[src/rtl/u8u16_pkg.sv]
`timescale 1ns / 1ps
// ----------------------------------------------------------------------------
// u8u16_pkg
// Shared types, constants and the byte classifier for the transcoder.
// ----------------------------------------------------------------------------
package u8u16_pkg;

  localparam logic [15:0] QMARK      = 16'h003F;
  localparam logic [15:0] SURR_HIGH  = 16'hD800;
  localparam logic [15:0] SURR_LOW   = 16'hDC00;
  localparam logic [20:0] PLANE_ONE  = 21'h10000;

  typedef enum logic [2:0] {
    CLS_CONT  = 3'd0,
    CLS_ASCII = 3'd1,
    CLS_LEAD2 = 3'd2,
    CLS_LEAD3 = 3'd3,
    CLS_LEAD4 = 3'd4,
    CLS_BAD   = 3'd5
  } class_t;

  // One queued job: a run of '?' units, then optionally one code point.
  typedef struct packed {
    logic [2:0]  qcount;
    logic        has_tail;
    logic [20:0] cp;
    logic        last;
  } job_t;

  function automatic class_t classify_byte(input logic [7:0] b);
    class_t c;
    case (b[7:3]) inside
      [5'd0:5'd15]:  c = CLS_ASCII;
      [5'd16:5'd23]: c = CLS_CONT;
      [5'd24:5'd27]: c = CLS_LEAD2;
      [5'd28:5'd29]: c = CLS_LEAD3;
      5'd30:         c = CLS_LEAD4;
      default:       c = CLS_BAD;
    endcase
    return c;
  endfunction

endpackage

[src/rtl/utf8_to_utf16_transcoder.sv]
`timescale 1ns / 1ps
// A byte's job is registered in the job queue; its units pass the output register.
// Throughput: one byte per cycle in, one unit per cycle out while out_ready is high;
// error bursts that give several '?' units per byte fill the queue, then stall input.
// Reset clears the open sequence, the job queue and the output valid.
// ----------------------------------------------------------------------------
// utf8_to_utf16_transcoder
// UTF-8 byte stream to UTF-16 code units, with '?' for malformed bytes.
// ----------------------------------------------------------------------------
module utf8_to_utf16_transcoder #(
  parameter int QUEUE_DEPTH = 4
) (
  input  logic        clk,
  input  logic        rst,
  input  logic        in_valid,
  output logic        in_ready,
  input  logic [7:0]  byte_value,
  input  logic        last_byte,
  output logic        out_valid,
  input  logic        out_ready,
  output logic [15:0] unit_value,
  output logic        last_unit
);

  logic            push;
  u8u16_pkg::job_t push_job;
  logic            pop;
  u8u16_pkg::job_t head;
  logic            empty;
  logic            full;

  u8u16_front u_front (
    .clk        (clk),
    .rst        (rst),
    .in_valid   (in_valid),
    .in_ready   (in_ready),
    .byte_value (byte_value),
    .last_byte  (last_byte),
    .full       (full),
    .push       (push),
    .push_job   (push_job)
  );

  u8u16_queue #(
    .DEPTH (QUEUE_DEPTH)
  ) u_queue (
    .clk      (clk),
    .rst      (rst),
    .push     (push),
    .push_job (push_job),
    .pop      (pop),
    .head     (head),
    .empty    (empty),
    .full     (full)
  );

  u8u16_back u_back (
    .clk        (clk),
    .rst        (rst),
    .head       (head),
    .empty      (empty),
    .pop        (pop),
    .out_valid  (out_valid),
    .out_ready  (out_ready),
    .unit_value (unit_value),
    .last_unit  (last_unit)
  );

endmodule

[src/rtl/u8u16_front.sv]
`timescale 1ns / 1ps
// ----------------------------------------------------------------------------
// u8u16_front
// Accepts bytes, tracks the open sequence and queues one job per byte that
// produces output.
// ----------------------------------------------------------------------------
module u8u16_front (
  input  logic               clk,
  input  logic               rst,
  input  logic               in_valid,
  output logic               in_ready,
  input  logic [7:0]         byte_value,
  input  logic               last_byte,
  input  logic               full,
  output logic               push,
  output u8u16_pkg::job_t    push_job
);

  logic [7:0]        held [3];
  logic [1:0]        held_count;
  logic [1:0]        held_count_next;
  logic [2:0]        needed_count;
  logic [2:0]        needed_count_next;
  u8u16_pkg::class_t cls;
  u8u16_pkg::job_t   job;
  logic              fresh;
  logic              wr_en;
  logic              open_new;
  logic              accept;
  logic [20:0]       cp_full;

  assign in_ready = !full;
  assign accept   = in_valid && in_ready;
  assign cls      = u8u16_pkg::classify_byte(byte_value);

  always_comb begin
    case (needed_count)
      3'd3:    cp_full = {5'd0, held[0][3:0], held[1][5:0], byte_value[5:0]};
      3'd4:    cp_full = {held[0][2:0], held[1][5:0], held[2][5:0], byte_value[5:0]};
      default: cp_full = {10'd0, held[0][4:0], byte_value[5:0]};
    endcase
  end

  always_comb begin
    job               = '0;
    job.last          = last_byte;
    fresh             = 1'b1;
    wr_en             = 1'b0;
    open_new          = 1'b0;
    held_count_next   = held_count;
    needed_count_next = needed_count;
    if (needed_count != 3'd0) begin
      if (cls == u8u16_pkg::CLS_CONT) begin
        fresh = 1'b0;
        if (({1'b0, held_count} + 3'd1) >= needed_count) begin
          job.has_tail      = 1'b1;
          job.cp            = cp_full;
          held_count_next   = 2'd0;
          needed_count_next = 3'd0;
        end else begin
          wr_en = 1'b1;
          if (last_byte) begin
            job.qcount        = {1'b0, held_count} + 3'd1;
            held_count_next   = 2'd0;
            needed_count_next = 3'd0;
          end else begin
            held_count_next = held_count + 2'd1;
          end
        end
      end else begin
        job.qcount        = {1'b0, held_count};
        held_count_next   = 2'd0;
        needed_count_next = 3'd0;
      end
    end
    if (fresh) begin
      case (cls)
        u8u16_pkg::CLS_ASCII: begin
          job.has_tail = 1'b1;
          job.cp       = {13'd0, byte_value};
        end
        u8u16_pkg::CLS_CONT, u8u16_pkg::CLS_BAD: begin
          job.qcount = job.qcount + 3'd1;
        end
        default: begin
          if (last_byte) begin
            job.qcount = job.qcount + 3'd1;
          end else begin
            open_new          = 1'b1;
            held_count_next   = 2'd1;
            needed_count_next = cls;
          end
        end
      endcase
    end
  end

  assign push     = accept && (job.qcount != 3'd0 || job.has_tail);
  assign push_job = job;

  always_ff @(posedge clk) begin
    if (rst) begin
      held_count   <= 2'd0;
      needed_count <= 3'd0;
    end else if (accept) begin
      held_count   <= held_count_next;
      needed_count <= needed_count_next;
    end
  end

  always_ff @(posedge clk) begin
    if (accept) begin
      for (int i = 0; i < 3; i++) begin
        if ((wr_en && held_count == 2'(i)) || (open_new && i == 0)) begin
          held[i] <= byte_value;
        end
      end
    end
  end

endmodule

[src/rtl/u8u16_queue.sv]
`timescale 1ns / 1ps
// ----------------------------------------------------------------------------
// u8u16_queue
// Short job queue between the byte front end and the unit back end.
// ----------------------------------------------------------------------------
module u8u16_queue #(
  parameter int DEPTH = 4
) (
  input  logic            clk,
  input  logic            rst,
  input  logic            push,
  input  u8u16_pkg::job_t push_job,
  input  logic            pop,
  output u8u16_pkg::job_t head,
  output logic            empty,
  output logic            full
);

  localparam int PW = (DEPTH > 1) ? $clog2(DEPTH) : 1;
  localparam int CW = $clog2(DEPTH + 1);

  u8u16_pkg::job_t slots [DEPTH];
  logic [PW-1:0]   wr_ptr;
  logic [PW-1:0]   rd_ptr;
  logic [CW-1:0]   count;

  assign empty = (count == CW'(0));
  assign full  = (count == CW'(DEPTH));
  assign head  = slots[rd_ptr];

  always_ff @(posedge clk) begin
    if (rst) begin
      wr_ptr <= '0;
      rd_ptr <= '0;
      count  <= '0;
    end else begin
      if (push) begin
        wr_ptr <= (wr_ptr == PW'(DEPTH - 1)) ? '0 : wr_ptr + PW'(1);
      end
      if (pop) begin
        rd_ptr <= (rd_ptr == PW'(DEPTH - 1)) ? '0 : rd_ptr + PW'(1);
      end
      if (push && !pop) begin
        count <= count + CW'(1);
      end else if (pop && !push) begin
        count <= count - CW'(1);
      end
    end
  end

  always_ff @(posedge clk) begin
    if (push) begin
      slots[wr_ptr] <= push_job;
    end
  end

endmodule

[src/rtl/u8u16_back.sv]
`timescale 1ns / 1ps
// ----------------------------------------------------------------------------
// u8u16_back
// Expands queued jobs into UTF-16 units, one per cycle while the receiver takes
// them, into the output register.
// ----------------------------------------------------------------------------
module u8u16_back (
  input  logic            clk,
  input  logic            rst,
  input  u8u16_pkg::job_t head,
  input  logic            empty,
  output logic            pop,
  output logic            out_valid,
  input  logic            out_ready,
  output logic [15:0]     unit_value,
  output logic            last_unit
);

  logic [2:0]  idx;
  logic        pair;
  logic [2:0]  total;
  logic        final_unit;
  logic        load;
  logic [20:0] v;
  logic [15:0] unit;

  assign pair       = head.has_tail && (head.cp[20:16] != 5'd0);
  assign total      = head.qcount + {2'd0, head.has_tail} + {2'd0, pair};
  assign final_unit = (idx == total - 3'd1);
  assign load       = !empty && (!out_valid || out_ready);
  assign pop        = load && final_unit;
  assign v          = head.cp - u8u16_pkg::PLANE_ONE;

  always_comb begin
    if (idx < head.qcount) begin
      unit = u8u16_pkg::QMARK;
    end else if (!pair) begin
      unit = head.cp[15:0];
    end else if (idx == head.qcount) begin
      unit = u8u16_pkg::SURR_HIGH + {5'd0, v[20:10]};
    end else begin
      unit = u8u16_pkg::SURR_LOW | {6'd0, v[9:0]};
    end
  end

  always_ff @(posedge clk) begin
    if (rst) begin
      idx       <= 3'd0;
      out_valid <= 1'b0;
    end else begin
      if (load) begin
        idx       <= final_unit ? 3'd0 : idx + 3'd1;
        out_valid <= 1'b1;
      end else if (out_ready) begin
        out_valid <= 1'b0;
      end
    end
  end

  always_ff @(posedge clk) begin
    if (load) begin
      unit_value <= unit;
      last_unit  <= head.last && final_unit;
    end
  end

endmodule

[config.mk]
export PLATFORM = sky130hd
export DESIGN_NAME = utf8_to_utf16_transcoder
export DESIGN_NICKNAME = d
export VERILOG_FILES = /design/src/rtl/u8u16_pkg.sv /design/src/rtl/utf8_to_utf16_transcoder.sv /design/src/rtl/u8u16_front.sv /design/src/rtl/u8u16_queue.sv /design/src/rtl/u8u16_back.sv
export SDC_FILE = /design/constraint.sdc
export NUM_CORES = 1
export LEC_CHECK = 0
export ABC_CLOCK_PERIOD_IN_PS = 5200
export BUFFER_PORTS_ARGS = -buffer_cell sky130_fd_sc_hd__buf_2
export CAP_MARGIN = 10
export CORE_MARGIN = 4
export CORE_UTILIZATION = 30
export DETAILED_ROUTE_END_ITERATION = 8
export HOLD_SLACK_MARGIN = 0.15
export PLACE_DENSITY = 0.47
export SLEW_MARGIN = 30
export SYNTH_ARGS = -nofsm -noshare
export SYNTH_HDL_FRONTEND = slang
export SYNTH_HIERARCHICAL = 1
export SYNTH_SLANG_ARGS = --single-unit
[constraint.sdc]
create_clock -name clk -period 5.2 [get_ports clk]
set_input_delay 0.26 -clock clk [delete_from_list [all_inputs] [get_ports clk]]
set_output_delay 0.26 -clock clk [all_outputs]
set_load 0.02 [all_outputs]
==> flow_summary.yaml <==
synthesis:
  synth-main-ff-cell: "edfxtp_1"
  yosysWarnings: 6
  synth_top_area_cell: "edfxtp_1"
  synth_seq_cells: 156
  synth_common_cells: "edfxtp_1 (138), nor2_1 (38), nand2_1 (25), ha_1 (20), mux4_2 (20)"
  synth_edf_count: 138
  syn-instance-count: 439
  syn-cell-area_um2: 6870
  netlist.area_leader.share_pct: 60.3
  yosys.cell_count.top_type: "edfxtp_1"
  synth.distinct_cells: 58
  syn_avg_cell_area_um2: 15.6
  netlist_top_cells_area: "edfxtp_1 (60%), mux4_2 (6.6%), dfxtp_1 (5.2%), ha_1 (3.6%), mux2i_1 (2.3%)"
  synthArstFlopShare_pct: 0
  synth-seq-area-share_pct: 65.6
  syn-num-nets: 474
route:
  vias: 3764
  drc: 0
  ant_nets: 0
  viasPerCell: 4.76
  wirelength_um: 13900
  drt-wirelength-per-cell_um: 17.6
  drtPass1Iterations: 4
  drt-initial-drc-count: 194
timing:
  final-hold-violation-count: 0
  final_max_slew_viol_count: 0
  fin_skew_ns: 0.00937
  clock.fmax_mhz: 222
  fin_crit_sh_pct: 86.8
  timing.setup.tns_ns: 0
  rsz0062_at_grt: "no"
  finalCriticalPeriod_ns: 4.51
  setup_ws_ns: 0.687
  setup_viol: 0
  relSlewSlack_pct: 56.7
  worstMarginPinSlew_ns: 0.649
clock_network:
  cts_sinks: 156
  h-tree-depth: 4
  clk_latency_ns: 0.41
  root_buffer: "clkbuf_16"
  clk_pin_slew_ns: 0.06
  cts_tree: "yes"
  cts_made_buffers: 17
  clock_path_buffers: 2
  cts.repair.resized: 0
place:
  gp_congestion: 0.783
  dp_slack_ns: 0.675
  placedInstanceArea_um2: 7350
  port_buffers: 31
  dp_hpwl_um: 9710
job:
  maxCapViolations: 0
die:
  die_h_um: 159
  core_area_um2: 22600
  row_count: 55
  die-area_um2: 25400
  ios: 32
  initial_core_util_pct: 30.4
  die_w_um: 159
finish:
  antennaDiodeCount: 0
  design_area_um2: 8040
  area_delta_synth_final_pct: 17.1
  nets: 528
  seq_area_um2: 4500
  fillers: 2178
  multiInputGateArea_um2: 2190
  drive_gt1_share_pct: 21.1
grt:
  antenna_found_initial: 0
  overflow: 0
  track_usage_pct: 11.4
  grt_pass1_wl_um: 22500
  grt_max_degree: 27
  grt_pass1_vias: 3997
pwr:
  irDropWorstVdd_uv: 229
  power_mw: 3.87
  powerDensity_nw_per_um2: 481
  power_leakage_nw: 2.68
worst_setup_path:
  critPathKind: "flop to flop"
  endpoint_kind: "flop"
  crit_required_ns: 5.55
  arrival_ns: 4.86
  cp_max_fo: 9
  cp-start-kind: "flop"
hold_path:
  hold_class: "primary input to flop"
status:
  status: "complete, no violations"
state kept, by name (all words and copies together) (netlist names), named ones only:
signal and flops:
u_front/held 17, u_back/unit_value 16, u_front/needed_count 3, u_back/last_unit 1, u_queue/wr_ptr 2, u_back/out_valid 1
u_queue/count 3, u_queue/slots 104, u_back/idx 3, u_queue/rd_ptr 2, u_front/held_count 2
area by class of cell:
class / count / share of cell area [%]
tap: 285 / 4.43
timing repair buffer: 48 / 3.73
clock buffer: 20 / 5.43
sequential: 156 / 56.0
inverter: 19 / 0.887
multi-input combinational: 251 / 27.2
clock inverter: 12 / 2.32
placed cells by master, fill, tap and decap left out, drive strengths merged, types with 8 or more instances in the layout:
master	instances
ha	20
and2	14
inv	22
buf	41
nor3	10
xnor2	8
nand2	26
and3	8
a21oi	16
nor2	41
clkbuf	20
mux4	26
edfxtp	138
dfxtp	18
mux2i	16
per-layer routing:
layer / GRT usage [%] / vias up / part of all wire, % / wire length (um)
met4: 3.87 / 0 / 1.5 / 204
met2: 17.6 / 93 / 46 / 6410
met5: 0 / - / 0 / 0
met3: 2.90 / 17 / 4.8 / 670
met1: 15.9 / 1863 / 48 / 6620
li1: - / 1791 / - / -
power breakdown:
| group | switching, mW | total (mW) | internal [mW] | leakage, nW |
|---|---|---|---|---|
| Sequential | 0.0583 | 1.62 | 1.56 | 1.38 |
| Clock | 0.490 | 1.30 | 0.810 | 0.292 |
| Combinational | 0.569 | 0.947 | 0.378 | 1.01 |
| Total | 1.12 | 3.87 | 2.75 | 2.68 |
worst paths after layout:
check / slack [ns] / cells past startpoint / startpoint / to
hold reg to reg: 0.50 / 2 / u_back/out_valid / u_back/out_valid
setup / recovery: 0.69 / 17 / flop / u_queue/count[2]
hold / removal: 0.22 / 1 / last_byte / u_queue/slots[2][0]
setup reg to reg: 0.69 / 17 / flop / u_queue/count[2]
repair_timing:
| action | 4_1_cts | 5_1_grt |
|---|---|---|
| setup buffers | 0 | 0 |
| hold buffers | 7 | 0 |
| hold endpoints to repair | 18 | 0 |
stage by stage:
step | hold slack (ns) | std cells | util, %
floorplan | 0.329 | 439 | -
global placement | 0.482 | 752 | 32.6
detailed placement | 0.488 | 752 | 32.6
CTS | 0.194 | 791 | 35.6
global route | 0.207 | 791 | 35.6
finish | 0.217 | 791 | 35.6
critical path, stage by stage, from the launching register on:
cell and delay [ns]:
dfxtp_1 0.41, buf_4 0.27, mux4_1 0.70, nor4b_4 0.40
nand2_1 0.10, ha_1 0.20, fa_1 0.38, xnor2_1 0.24
xnor2_2 0.17, nor2_2 0.09, and2_2 0.22, inv_1 0.08
ha_1 0.17, inv_1 0.06, fa_1 0.37, xor2_1 0.16
or3_1 0.30, a21oi_1 0.13
cells by family (layout without fill, tap and decap cells):
logic type,count (synthesis),after routing,share of synthesized area (%)
flip-flops,156,156,65.6
AND/OR/NAND/NOR,129,129,10.1
AO/OA/AOI/OAI,47,47,4.70
multiplexers,43,43,11.3
buffers and inverters,32,99,2.61
adder cells (fa/ha/maj),22,22,4.23
XOR/XNOR,10,10,1.38
Power figures use the tool's default switching activity.
